**config.mk**
```make
export PLATFORM = sky130hd
export DESIGN_NAME = refrigerant_pressure_to_temp_top
export DESIGN_NICKNAME = d
export VERILOG_FILES = /design/src/design/rptt_pkg.sv /design/src/design/rptt_rom.sv /design/src/design/rptt_div.sv /design/src/design/refrigerant_pressure_to_temp_top.sv
export VERILOG_INCLUDE_DIRS = /design/src /design/src/design
export SDC_FILE = /design/constraint.sdc
export NUM_CORES = 1
export LEC_CHECK = 0
export BUFFER_PORTS_ARGS = -buffer_cell sky130_fd_sc_hd__buf_2
export CAP_MARGIN = 20
export CORE_UTILIZATION = 38
export CTS_CLUSTER_DIAMETER = 50
export DETAILED_ROUTE_END_ITERATION = 12
export HOLD_SLACK_MARGIN = 0.03
export PLACE_DENSITY = 0.66
export REMOVE_ABC_BUFFERS = 1
export SLEW_MARGIN = 20
export SYNTH_ARGS = -nofsm -noshare
export SYNTH_HDL_FRONTEND = slang
export SYNTH_SLANG_ARGS = --single-unit
```
**constraint.sdc**
```tcl
create_clock -name i_clk -period 4.6 [get_ports i_clk]
set_clock_uncertainty 0.15 [all_clocks]
set_input_delay 0.92 -clock i_clk [delete_from_list [all_inputs] [get_ports i_clk]]
set_output_delay 0.92 -clock i_clk [all_outputs]
set_load 0.05 [all_outputs]
```
**src/design/refrigerant_pressure_to_temp_top_macros.svh**
```systemverilog
// assertion macros for the pressure to temperature block
`ifndef REFRIGERANT_PRESSURE_TO_TEMP_TOP_MACROS_SVH
`define REFRIGERANT_PRESSURE_TO_TEMP_TOP_MACROS_SVH

// same-cycle implication
`define RPTT_ASSERT_IMP(lbl, ante, cons) \
    lbl: assert property (@(posedge i_clk) disable iff (!i_rst_n) (ante) |-> (cons)) \
        else $error("rptt check failed");

// next-cycle implication
`define RPTT_ASSERT_NXT(lbl, ante, cons) \
    lbl: assert property (@(posedge i_clk) disable iff (!i_rst_n) (ante) |=> (cons)) \
        else $error("rptt check failed");

`endif

```
**src/design/rptt_pkg.sv**
```systemverilog
package rptt_pkg;

    localparam int POINTS = 34;
    localparam int NGAS   = 3;
    localparam int P_W    = 21;
    localparam int T_W    = 18;
    localparam int TAB_W  = 17;
    localparam int T_STEP = 5000;
    localparam int QW     = $clog2(T_STEP + 1);
    localparam int PW     = TAB_W + QW;
    localparam int CNT_W  = $clog2(QW + 1);
    localparam int IDX_W  = $clog2(POINTS);
    localparam int AW     = $clog2(NGAS * POINTS);
    localparam int DEPTH  = NGAS * POINTS;

    localparam int T_FIRST = -70000;
    localparam int T_LAST  = T_FIRST + T_STEP * (POINTS - 1);

    localparam logic signed [T_W-1:0] T_FIRST_W = T_W'(T_FIRST);
    localparam logic signed [T_W-1:0] T_LAST_W  = T_W'(T_LAST);
    localparam logic signed [T_W-1:0] T_STEP_W  = T_W'(T_STEP);

    localparam logic [1:0] MODE_NONE = 2'd3;

    typedef enum logic [1:0] {
        STAT_OK   = 2'd0,
        STAT_LOW  = 2'd1,
        STAT_HIGH = 2'd2,
        STAT_GAS  = 2'd3
    } t_status;

    typedef enum logic [2:0] {
        ST_IDLE,
        ST_LAST,
        ST_FIRST,
        ST_SCAN,
        ST_DIV,
        ST_WR
    } t_state;

    // gas tables back to back: r32, r134a, r507
    localparam logic [TAB_W-1:0] TAB [DEPTH] = '{
        17'd360,   17'd490,   17'd650,   17'd850,   17'd1100,  17'd1410,
        17'd1770,  17'd2210,  17'd2730,  17'd3350,  17'd4060,  17'd4880,
        17'd5830,  17'd6910,  17'd8130,  17'd9510,  17'd11070, 17'd12810,
        17'd14750, 17'd16900, 17'd19280, 17'd21900, 17'd24780, 17'd27950,
        17'd31410, 17'd35200, 17'd39330, 17'd43840, 17'd48770, 17'd55000,
        17'd65000, 17'd75000, 17'd85000, 17'd95000,
        17'd0,     17'd0,     17'd0,     17'd0,     17'd300,   17'd390,
        17'd510,   17'd660,   17'd840,   17'd1060,  17'd1330,  17'd1640,
        17'd2010,  17'd2430,  17'd2930,  17'd3500,  17'd4150,  17'd4880,
        17'd5720,  17'd6650,  17'd7700,  17'd8870,  17'd10170, 17'd11600,
        17'd13180, 17'd14920, 17'd16820, 17'd18900, 17'd21170, 17'd23640,
        17'd26330, 17'd29260, 17'd32440, 17'd35910,
        17'd280,   17'd380,   17'd510,   17'd660,   17'd860,   17'd1100,
        17'd1390,  17'd1770,  17'd2130,  17'd2600,  17'd3150,  17'd3750,
        17'd4500,  17'd5310,  17'd6240,  17'd7220,  17'd8460,  17'd9780,
        17'd11220, 17'd12800, 17'd14600, 17'd16520, 17'd18700, 17'd22010,
        17'd23610, 17'd26420, 17'd29490, 17'd32850, 17'd36560, 17'd40000,
        17'd50000, 17'd60000, 17'd70000, 17'd80000
    };

    function automatic logic [AW-1:0] rom_addr(input logic [1:0] mode,
                                               input logic [IDX_W:0] idx);
        rom_addr = AW'(AW'(mode) * AW'(POINTS) + AW'(idx));
    endfunction

    function automatic logic signed [P_W-1:0] tab_ext(input logic [TAB_W-1:0] v);
        tab_ext = signed'({{(P_W-TAB_W){1'b0}}, v});
    endfunction

endpackage

```
**src/design/rptt_rom.sv**
```systemverilog
module rptt_rom (
    input  logic                          i_clk,
    input  logic [rptt_pkg::AW-1:0]       i_addr,
    output logic [rptt_pkg::TAB_W-1:0]    o_data
);

    logic [rptt_pkg::TAB_W-1:0] r_data;

    always_ff @(posedge i_clk) begin
        if (32'(i_addr) < 32'(rptt_pkg::DEPTH)) begin
            r_data <= rptt_pkg::TAB[i_addr];
        end else begin
            r_data <= '0;
        end
    end

    assign o_data = r_data;

endmodule

```
**src/design/rptt_div.sv**
```systemverilog
module rptt_div (
    input  logic                          i_clk,
    input  logic                          i_rst_n,
    input  logic                          i_start,
    input  logic [rptt_pkg::TAB_W-1:0]    i_num,
    input  logic [rptt_pkg::TAB_W-1:0]    i_den,
    output logic                          o_done,
    output logic [rptt_pkg::QW-1:0]       o_quot
);

    logic                          r_busy;
    logic                          r_mul;
    logic                          r_done;
    logic [rptt_pkg::CNT_W-1:0]    r_cnt;
    logic [rptt_pkg::TAB_W-1:0]    r_num;
    logic [rptt_pkg::TAB_W-1:0]    r_den;
    logic [rptt_pkg::TAB_W-1:0]    r_rem;
    logic [rptt_pkg::QW-1:0]       r_dvd;
    logic [rptt_pkg::QW-1:0]       r_q;

    logic [rptt_pkg::PW-1:0]       prod;
    logic [rptt_pkg::TAB_W:0]      trial;
    logic                          fits;

    assign prod  = rptt_pkg::PW'(rptt_pkg::T_STEP) * rptt_pkg::PW'(r_num);
    assign trial = {r_rem, r_dvd[rptt_pkg::QW-1]};
    assign fits  = trial >= {1'b0, r_den};

    always_ff @(posedge i_clk) begin
        if (!i_rst_n) begin
            r_busy <= 1'b0;
            r_mul  <= 1'b0;
            r_done <= 1'b0;
            r_cnt  <= '0;
        end else begin
            r_done <= 1'b0;
            if (i_start) begin
                r_busy <= 1'b1;
                r_mul  <= 1'b1;
                r_cnt  <= '0;
            end else if (r_busy && r_mul) begin
                r_mul <= 1'b0;
            end else if (r_busy) begin
                r_cnt <= r_cnt + rptt_pkg::CNT_W'(1);
                if (r_cnt == rptt_pkg::CNT_W'(rptt_pkg::QW - 1)) begin
                    r_busy <= 1'b0;
                    r_done <= 1'b1;
                end
            end
        end
    end

    always_ff @(posedge i_clk) begin
        if (i_start) begin
            r_num <= i_num;
            r_den <= i_den;
        end else if (r_busy && r_mul) begin
            r_rem <= prod[rptt_pkg::PW-1:rptt_pkg::QW];
            r_dvd <= prod[rptt_pkg::QW-1:0];
        end else if (r_busy) begin
            if (fits) begin
                r_rem <= rptt_pkg::TAB_W'(trial - {1'b0, r_den});
            end else begin
                r_rem <= trial[rptt_pkg::TAB_W-1:0];
            end
            r_dvd <= {r_dvd[rptt_pkg::QW-2:0], 1'b0};
            r_q   <= {r_q[rptt_pkg::QW-2:0], fits};
        end
    end

    assign o_done = r_done;
    assign o_quot = r_q;

endmodule

```
**src/design/refrigerant_pressure_to_temp_top.sv**
```systemverilog
// sequence: an unsupported gas goes straight to the write state; else the last and first
// table points are read and a clamped reading goes to the write state, an exact hit on the
// last point ends the one-entry-per-cycle table scan at the last temperature, and a reading
// in segment k (up to 32) ends the scan there and is interpolated by the 13-step divider
// input: a new word is taken once the last result is queued in the output register
// reset: synchronous active-low i_rst_n empties the sequencer and the output register
`include "refrigerant_pressure_to_temp_top_macros.svh"

module refrigerant_pressure_to_temp_top (
    input  logic                               i_clk,
    input  logic                               i_rst_n,
    input  logic                               i_valid,
    output logic                               o_ready,
    input  logic [1:0]                         i_mode,
    input  logic signed [rptt_pkg::P_W-1:0]    i_pressure,
    output logic                               o_valid,
    input  logic                               i_ready,
    output logic signed [rptt_pkg::T_W-1:0]    o_temperature,
    output logic [1:0]                         o_status
);

    rptt_pkg::t_state                      r_state;
    rptt_pkg::t_state                      n_state;
    logic [1:0]                            r_mode;
    logic signed [rptt_pkg::P_W-1:0]       r_p;
    logic [rptt_pkg::TAB_W-1:0]            r_last;
    logic [rptt_pkg::TAB_W-1:0]            r_lo;
    logic [rptt_pkg::IDX_W-1:0]            r_k;
    logic signed [rptt_pkg::T_W-1:0]       r_base;
    logic signed [rptt_pkg::T_W-1:0]       r_res_t;
    rptt_pkg::t_status                     r_res_s;
    logic                                  r_out_valid;
    logic signed [rptt_pkg::T_W-1:0]       r_out_t;
    rptt_pkg::t_status                     r_out_s;

    logic [rptt_pkg::AW-1:0]               rom_addr;
    logic [rptt_pkg::TAB_W-1:0]            rom_data;
    logic                                  in_rdy;
    logic                                  div_start;
    logic                                  div_done;
    logic [rptt_pkg::QW-1:0]               div_quot;
    logic [rptt_pkg::TAB_W-1:0]            div_num;
    logic [rptt_pkg::TAB_W-1:0]            div_den;

    logic                                  accept;
    logic                                  out_free;
    logic                                  clamp_low;
    logic                                  clamp_high;
    logic                                  hit;
    logic                                  at_end;
    logic signed [rptt_pkg::P_W-1:0]       lo_ext;
    logic signed [rptt_pkg::P_W-1:0]       d_ext;

    rptt_rom u_rom (
        .i_clk  (i_clk),
        .i_addr (rom_addr),
        .o_data (rom_data)
    );

    rptt_div u_div (
        .i_clk   (i_clk),
        .i_rst_n (i_rst_n),
        .i_start (div_start),
        .i_num   (div_num),
        .i_den   (div_den),
        .o_done  (div_done),
        .o_quot  (div_quot)
    );

    assign accept     = i_valid && in_rdy;
    assign out_free   = !r_out_valid || i_ready;
    assign d_ext      = rptt_pkg::tab_ext(rom_data);
    assign lo_ext     = rptt_pkg::tab_ext(r_lo);
    assign clamp_low  = (r_p < 0) || (r_p < d_ext);
    assign clamp_high = r_p > rptt_pkg::tab_ext(r_last);
    assign hit        = (lo_ext <= r_p) && (r_p < d_ext);
    assign at_end     = (r_k + rptt_pkg::IDX_W'(1)) == rptt_pkg::IDX_W'(rptt_pkg::POINTS - 1);
    assign div_num    = rptt_pkg::TAB_W'(r_p - lo_ext);
    assign div_den    = rom_data - r_lo;

    always_comb begin
        n_state = r_state;
        case (r_state)
            rptt_pkg::ST_IDLE: begin
                if (i_valid) begin
                    n_state = (i_mode == rptt_pkg::MODE_NONE) ? rptt_pkg::ST_WR
                                                              : rptt_pkg::ST_LAST;
                end
            end
            rptt_pkg::ST_LAST: begin
                n_state = rptt_pkg::ST_FIRST;
            end
            rptt_pkg::ST_FIRST: begin
                n_state = (clamp_low || clamp_high) ? rptt_pkg::ST_WR : rptt_pkg::ST_SCAN;
            end
            rptt_pkg::ST_SCAN: begin
                if (hit) begin
                    n_state = rptt_pkg::ST_DIV;
                end else if (at_end) begin
                    n_state = rptt_pkg::ST_WR;
                end
            end
            rptt_pkg::ST_DIV: begin
                if (div_done) begin
                    n_state = rptt_pkg::ST_WR;
                end
            end
            rptt_pkg::ST_WR: begin
                if (out_free) begin
                    n_state = rptt_pkg::ST_IDLE;
                end
            end
            default: begin
                n_state = rptt_pkg::ST_IDLE;
            end
        endcase
    end

    always_comb begin
        in_rdy    = 1'b0;
        div_start = 1'b0;
        rom_addr  = '0;
        case (r_state)
            rptt_pkg::ST_IDLE: begin
                in_rdy   = 1'b1;
                rom_addr = rptt_pkg::rom_addr(i_mode,
                                              (rptt_pkg::IDX_W+1)'(rptt_pkg::POINTS - 1));
            end
            rptt_pkg::ST_LAST: begin
                rom_addr = rptt_pkg::rom_addr(r_mode, '0);
            end
            rptt_pkg::ST_FIRST: begin
                rom_addr = rptt_pkg::rom_addr(r_mode, (rptt_pkg::IDX_W+1)'(1));
            end
            rptt_pkg::ST_SCAN: begin
                div_start = hit;
                rom_addr  = rptt_pkg::rom_addr(r_mode,
                                               {1'b0, r_k} + (rptt_pkg::IDX_W+1)'(2));
            end
            default: begin
                rom_addr = '0;
            end
        endcase
    end

    always_ff @(posedge i_clk) begin
        if (!i_rst_n) begin
            r_state     <= rptt_pkg::ST_IDLE;
            r_out_valid <= 1'b0;
        end else begin
            r_state <= n_state;
            if (r_state == rptt_pkg::ST_WR && out_free) begin
                r_out_valid <= 1'b1;
            end else if (i_ready) begin
                r_out_valid <= 1'b0;
            end
        end
    end

    always_ff @(posedge i_clk) begin
        case (r_state)
            rptt_pkg::ST_IDLE: begin
                if (accept) begin
                    r_mode  <= i_mode;
                    r_p     <= i_pressure;
                    r_res_t <= '0;
                    r_res_s <= rptt_pkg::STAT_GAS;
                end
            end
            rptt_pkg::ST_LAST: begin
                r_last <= rom_data;
            end
            rptt_pkg::ST_FIRST: begin
                r_lo   <= rom_data;
                r_k    <= '0;
                r_base <= rptt_pkg::T_FIRST_W;
                if (clamp_low) begin
                    r_res_t <= rptt_pkg::T_FIRST_W;
                    r_res_s <= rptt_pkg::STAT_LOW;
                end else if (clamp_high) begin
                    r_res_t <= rptt_pkg::T_LAST_W;
                    r_res_s <= rptt_pkg::STAT_HIGH;
                end
            end
            rptt_pkg::ST_SCAN: begin
                if (!hit) begin
                    r_lo   <= rom_data;
                    r_k    <= r_k + rptt_pkg::IDX_W'(1);
                    r_base <= r_base + rptt_pkg::T_STEP_W;
                    if (at_end) begin
                        r_res_t <= rptt_pkg::T_LAST_W;
                        r_res_s <= rptt_pkg::STAT_OK;
                    end
                end
            end
            rptt_pkg::ST_DIV: begin
                if (div_done) begin
                    r_res_t <= r_base + signed'({{(rptt_pkg::T_W-rptt_pkg::QW){1'b0}},
                                                 div_quot});
                    r_res_s <= rptt_pkg::STAT_OK;
                end
            end
            rptt_pkg::ST_WR: begin
                if (out_free) begin
                    r_out_t <= r_res_t;
                    r_out_s <= r_res_s;
                end
            end
            default: begin
                r_k <= r_k;
            end
        endcase
    end

    assign o_ready       = in_rdy;
    assign o_valid       = r_out_valid;
    assign o_temperature = r_out_t;
    assign o_status      = r_out_s;

    `RPTT_ASSERT_IMP(a_gas_zero, o_valid && o_status == rptt_pkg::STAT_GAS, o_temperature == '0)
    `RPTT_ASSERT_IMP(a_low_value, o_valid && o_status == rptt_pkg::STAT_LOW, o_temperature == rptt_pkg::T_FIRST_W)
    `RPTT_ASSERT_IMP(a_div_in_state, div_done, r_state == rptt_pkg::ST_DIV)
    `RPTT_ASSERT_NXT(a_busy_after_word, i_valid && o_ready, !o_ready)

endmodule
```
==> results of run 1 <==
-- cells by family (layout without fill, tap and decap cells) --
logic type	after synthesis	in the layout	synth area share
multiplexers	21	21	0.01331
adder cells (fa/ha/maj)	253	253	0.2073
AO/OA/AOI/OAI	434	434	0.1723
buffers and inverters	275	431	0.06744
AND/OR/NAND/NOR	453	453	0.1280
XOR/XNOR	81	81	0.04216
flip-flops	216	216	0.3694
-- metal layers --
metal | share of wire | GRT usage | vias to the layer above
li1 | - | - | 6508
met1 | 0.44 | 0.2533 | 6415
met2 | 0.48 | 0.3304 | 390
met3 | 0.050 | 0.02511 | 87
met4 | 0.031 | 0.06475 | 0
met5 | 0 | 0 | -
-- power groups by stage --
stage | combinational (mW) | sequential [mW] | clock, mW
floorplan | 4.10 | 3.09 | 0
detailed placement | 6.18 | 3.17 | 0
global route | 7.16 | 3.18 | 2.37
finish | 6.55 | 3.13 | 2.24
global placement | 6.12 | 3.15 | 0
CTS | 6.38 | 3.13 | 2.30
-- registers in the layout (all words and copies together), names as in the netlist, 2 cells and up --
| signal | cells |
|---|---|
| u_div.r_dvd | 10 |
| u_div.r_num | 17 |
| r_res_t | 18 |
| u_div.o_quot | 13 |
| u_div.r_den | 16 |
| o_temperature | 18 |
| r_res_s | 2 |
| r_k | 6 |
| u_div.r_cnt | 4 |
| r_base | 15 |
| r_last | 16 |
| u_rom.o_data | 16 |
| r_mode | 2 |
| r_p | 21 |
| r_state | 3 |
| r_lo | 16 |
| u_div.r_rem | 17 |
| o_status | 2 |
-- worst reg2reg max path: stages (launching register included) --
cell	delay [ps]
edfxtp_1	390
inv_2	110
buf_4	120
fa_1	400
inv_1	70
ha_2	160
inv_2	40
fa_1	520
inv_1	40
ha_1	260
inv_1	50
fa_1	490
inv_2	50
ha_4	290
nand3_2	80
nor4_2	260
buf_4	170
nor4b_4	40
buf_4	160
nor3_4	110
o21ai_2	80
o311a_1	280
a21boi_2	150
-- final cells by class --
cell class | instances | area (µm²)
flip-flops and latches | 216 | 6216
repair buffers | 171 | 1175
well taps | 585 | 732.0
inverters | 206 | 778.2
clock buffers | 32 | 737.0
multi-input cells | 1242 | 9797
fillers | 4087 | 23690
clock inverters | 22 | 232.7
-- worst max path at each step --
stage / to / slack, ps / cells after the start
floorplan: u_div.r_dvd[10]$_DFFE_PP_ / -460 / 13
global placement: u_div.r_rem[15]$_DFFE_PP_ / -340 / 21
detailed placement: u_div.r_rem[15]$_DFFE_PP_ / -410 / 21
CTS: u_div.r_rem[15]$_DFFE_PP_ / -100 / 21
global route: u_div.r_rem[15]$_DFFE_PP_ / -360 / 22
finish: u_div.r_rem[15]$_DFFE_PP_ / -120 / 22
-- cells in the mapped netlist, types with 25 or more instances --
| master | count | share of area |
|---|---|---|
| ha_1 | 210 | 0.16 |
| fa_1 | 43 | 0.051 |
| nand2b_1 | 25 | 0.0093 |
| nand2_1 | 125 | 0.028 |
| inv_1 | 203 | 0.045 |
| nor2_1 | 118 | 0.026 |
| clkbuf_1 | 35 | 0.0078 |
| a211oi_1 | 28 | 0.012 |
| nor3_1 | 45 | 0.013 |
| dfxtp_1 | 27 | 0.032 |
| a21oi_1 | 110 | 0.033 |
| edfxtp_1 | 189 | 0.34 |
| xor2_1 | 30 | 0.016 |
| xnor2_1 | 51 | 0.027 |
| o21ai_0 | 89 | 0.026 |
| a21o_1 | 26 | 0.012 |
| nand3_1 | 44 | 0.013 |
-- what timing repair did --
item / 4_1_cts / 5_1_grt
setup buffers: 9 / 8
pin swaps: 45 / 20
gates resized for setup: 57 / 20
endpoints found under the setup margin: 10 / 13
-- through the flow --
stage | instance area (µm²) | worst slack, ps | total power, mW | setup TNS [ps]
floorplan | 16470 | -461.6 | 7.187 | -24240
global placement | 18290 | -340.7 | 9.270 | -1810
detailed placement | 18290 | -410.9 | 9.352 | -2211
CTS | 19560 | -102.9 | 11.81 | -406.0
global route | 19670 | -356.3 | 12.71 | -2492
finish | 19670 | -118.5 | 11.92 | -483.7
==> results.toml, run 1 <==
[routing]
first_pass_iters = 6
drc = 0
vias_per_cell = 5.416
drtAntennaViolNets = 0
post_drt_wl_per_cell_um = 17.59
routed_wl_um = 43530
drt_iter0_drc = 1138
vias = 13400

[placement]
dp.cells = 2406
gp_congestion = 0.9307
port_buffers = 48
hpwlAfterDp_um = 32790

[yosys]
ys_types = 86
ys_seq_area_frac = 0.3694
syn-instance-count = 1733
synth_edf_count = 189
synth.cell_area_mm2 = 0.01683
syn_area_per_cell_um2 = 9.709
yosys_register_bits = 216
postSynth.asyncResetShare = 0
yosysWarningCount = 0
ys.flop_type = "edfxtp_1"

[worst_hold_path]
hold_depth = 0
min_to = "o_temperature[16]$_DFFE_PP_"
worstHoldStart = "r_res_t[16]$_SDFFCE_PN0P_"
min-delay-path-class = "reg2reg"

[sta]
fin_crit_sh = 1.026
tightest_slew_ps = 921.2
drv_slew = 0
setup_viol = 7
max_freq_mhz = 211.9
hold_viol_final = 0
postLayoutSetupSlackWorst_ps = -118.5
rsz0062_at_grt = "yes"
slew_headroom = 0.3859
whs_ps = 269.2
period_minus_slack_ps = 4718

[finish]
mostFrequentLayoutCells = "197 x ha_1, 189 x edfxtp_1, 181 x inv_1, 123 x nand2_1, 120 x buf_4"
drive_above_1_share = 0.1678
final_common_cell = "ha_1"
fin_util = 0.4536
area_growth_pct = 16.89
n_antenna_cell = 0
nets = 2146
layoutNonFillerInstCount = 2474

[worst_setup_path]
reg2reg_to = "u_div.r_rem[15]$_DFFE_PP_"
r2r_cells = 22
worstSetupPathType = "reg2reg"
cp-end-kind = "register"
crit_fanout = 4
critPathLaunchType = "register"
timing.critical_path.buf_inv = 9
critical_path.slowest_cell = "fa_1"
arrival_ps = 4860
path_cells = "inv_2, buf_4, fa_1, inv_1, ha_2, inv_2, fa_1, inv_1, ha_1, inv_1, fa_1, inv_2, ha_4, nand3_2, nor4_2, buf_4, nor4b_4, buf_4, nor3_4, o21ai_2, o311a_1, a21boi_2"
regToRegSetupSlack_ps = -120
max_stage_delay_ps = 520
cp.required_ps = 4740
worstSetupStartpoint = "u_div.r_num[5]$_DFFE_PP_"
path_delay_family = "adder cells"
reg2reg_from = "u_div.r_num[5]$_DFFE_PP_"

[status]
violations = "setup timing"
outcome = "finished, violations left"

[power]
p_sw_frac = 0.4403
clockPowerShare = 0.188
power_switching_mw = 5.248
p_int_mw = 6.670
powerDensity_mw_per_mm2 = 606.0
leakage_nw = 8.326
p_seq_frac = 0.263
vdd_drop_max_uv = 363.6
power_frac_comb = 0.550

[clock_tree]
cts_tree = "built"
cts_max_path_buffers = 3
path_clk_slew_ps = 60
clkSinkCount = 216
cts_buffers = 29
clock_latency_ps = 560
hold_buffers = 0
cts_htree_levels = 1
cts-root-buf = "clkbuf_16"

[floorplanning]
die_x_um = 212.4
dieArea_mm2 = 0.04512
io_pins = 49
rows = 76
initial_utilization = 0.3880
core_mm2 = 0.04336
fp.dieH_um = 212.4

[flow_run]
cap_violations = 0

[global_routing]
grt_pass1_wl_um = 70080
antenna_found_initial = 0
grt_max_degree = 47
overflow = 0
track_usage = 0.1941
grt_pass1_vias = 13260
(Power assumes the default switching activity.)
==> run 2, diff against run 1 <==
Settings changed: CTS_BUF_LIST set to sky130_fd_sc_hd__clkbuf_8.
==> results.toml, run 2 (same netlist as run 1, synthesis figures left out) <==
[global_routing]
track_usage = 0.1951
grt_pass1_vias = 13260
grt_pass1_wl_um = 69960
overflow = 0
antenna_found_initial = 0
grt_max_degree = 47

[finish]
multi_input_area_mm2 = 0.009912
n_antenna_cell = 0
nets = 2154
mostFrequentLayoutCells = "195 x inv_1, 195 x ha_1, 189 x edfxtp_1, 123 x nand2_1, 115 x buf_4"
fin_util = 0.4509
area_growth_pct = 16.20
n_fill_cell = 4117
drive_above_1_share = 0.1700
top_register = "r_p"
largest_reg_flops = 21
layoutNonFillerInstCount = 2485
register_area_mm2 = 0.006216

[routing]
drtAntennaViolNets = 0
first_pass_iters = 5
drc = 0
vias_per_cell = 5.423
routed_wl_um = 43700
vias = 13480
drt_iter0_drc = 1015
post_drt_wl_per_cell_um = 17.59

[worst_setup_path]
path_delay_family = "adder cells"
arrival_ps = 4850
critPathLaunchType = "register"
worstSetupStartpoint = "u_div.r_num[6]$_DFFE_PP_"
reg2reg_to = "u_div.r_rem[15]$_DFFE_PP_"
worst-path-stages = 20
max_stage_delay_ps = 540
timing.critical_path.buf_inv = 7
critical_path.slowest_cell = "fa_1"
path_cells = "inv_2, fa_1, inv_1, ha_1, inv_2, fa_1, inv_1, ha_1, inv_1, fa_1, inv_2, ha_4, nand3_4, nor4_4, nor4b_4, buf_4, nor3_4, o21ai_2, o311a_1, a21boi_2"
r2r_cells = 20
crit_end = "u_div.r_rem[15]$_DFFE_PP_"
cp.required_ps = 4760
crit_fanout = 4
regToRegSetupSlack_ps = -80
reg2reg_from = "u_div.r_num[6]$_DFFE_PP_"
cp-end-kind = "register"
worstSetupPathType = "reg2reg"

[clock_tree]
cts_buffers = 40
cts_tree = "built"
clock_latency_ps = 600
clkSinkCount = 216
cts_max_path_buffers = 3
path_clk_slew_ps = 60
cts_htree_levels = 2
cts-root-buf = "clkbuf_8"
hold_buffers = 0

[floorplanning]
die_x_um = 212.4
initial_utilization = 0.3880
core_mm2 = 0.04336
io_pins = 49
dieArea_mm2 = 0.04512
rows = 76
fp.dieH_um = 212.4

[placement]
dp.cells = 2406
hpwlAfterDp_um = 32790
port_buffers = 48
gp_congestion = 0.9307
pre_cts_ws_ps = -410.9

[sta]
setup_viol = 7
rsz0062_at_grt = "yes"
slew_headroom = 0.3857
drv_slew = 0
max_freq_mhz = 213.5
period_minus_slack_ps = 4684
hold_viol_final = 0
tightest_slew_ps = 921.5
postLayoutSetupSlackWorst_ps = -83.83
fin_crit_sh = 1.018
setup_tns_ps = -385.4

[status]
violations = "setup timing"
outcome = "finished, violations left"

[power]
finalPower_mw = 11.54
leakage_nw = 8.287
vdd_drop_max_uv = 446.4
powerDensity_mw_per_mm2 = 590.4

[flow_run]
cap_violations = 0

[worst_hold_path]
min-delay-path-class = "reg2reg"
-- run 2: cell type report --
class / instances / share of cell area
Tap cell: 585 / 0.03744
Timing Repair Buffer: 168 / 0.05932
Clock buffer: 42 / 0.02957
Sequential cell: 216 / 0.3179
Clock inverter: 26 / 0.008831
Multi-Input combinational cell: 1242 / 0.5070
Inverter: 206 / 0.03993
-- run 2: routing by layer --
layer / share of wire / GRT usage / vias up
met5: 0 / 0 / -
met4: 0.032 / 0.06921 / 0
met3: 0.051 / 0.02880 / 110
met2: 0.48 / 0.3291 / 405
met1: 0.44 / 0.2535 / 6447
li1: - / - / 6515
-- run 2: what timing repair did --
item	4_1_cts	5_1_grt
gates resized for setup	49	42
hold endpoints to repair	0	0
setup buffers	8	8
pin swaps	32	31
gates cloned	0	0
endpoints found under the setup margin	9	13
-- run 2: where the power goes --
group          switching [mW]  total [mW]  leakage [nW]  internal (mW)
logic                    4.07        6.64          5.92           2.57
clock network           0.817        1.78         0.420          0.959
registers               0.334        3.13          1.94           2.79
total                    5.22        11.5          8.29           6.33
-- run 2: how the worst min path moves through the flow --
stage,startpoint,endpoint,depth (start not counted)
detailed placement,r_res_t[16]$_SDFFCE_PN0P_,o_temperature[16]$_DFFE_PP_,0
global placement,r_res_s[1]$_SDFFCE_PN1P_,o_status[1]$_DFFE_PP_,0
CTS,r_res_t[16]$_SDFFCE_PN0P_,o_temperature[16]$_DFFE_PP_,0
global route,r_res_t[12]$_SDFFCE_PN0P_,o_temperature[12]$_DFFE_PP_,0
finish,r_res_t[16]$_SDFFCE_PN0P_,o_temperature[16]$_DFFE_PP_,0
floorplan,r_res_s[0]$_SDFFCE_PN1P_,o_status[0]$_DFFE_PP_,0
-- run 2: per-stage QoR --
step           hold WS [ps]  instance area (µm²)
6_report              268.9                19550
5_1_grt               284.0                19550
4_1_cts               270.6                19310
3_5_place_dp          256.5                18290
3_3_place_gp          255.1                18290
2_1_floorplan         250.3                16470
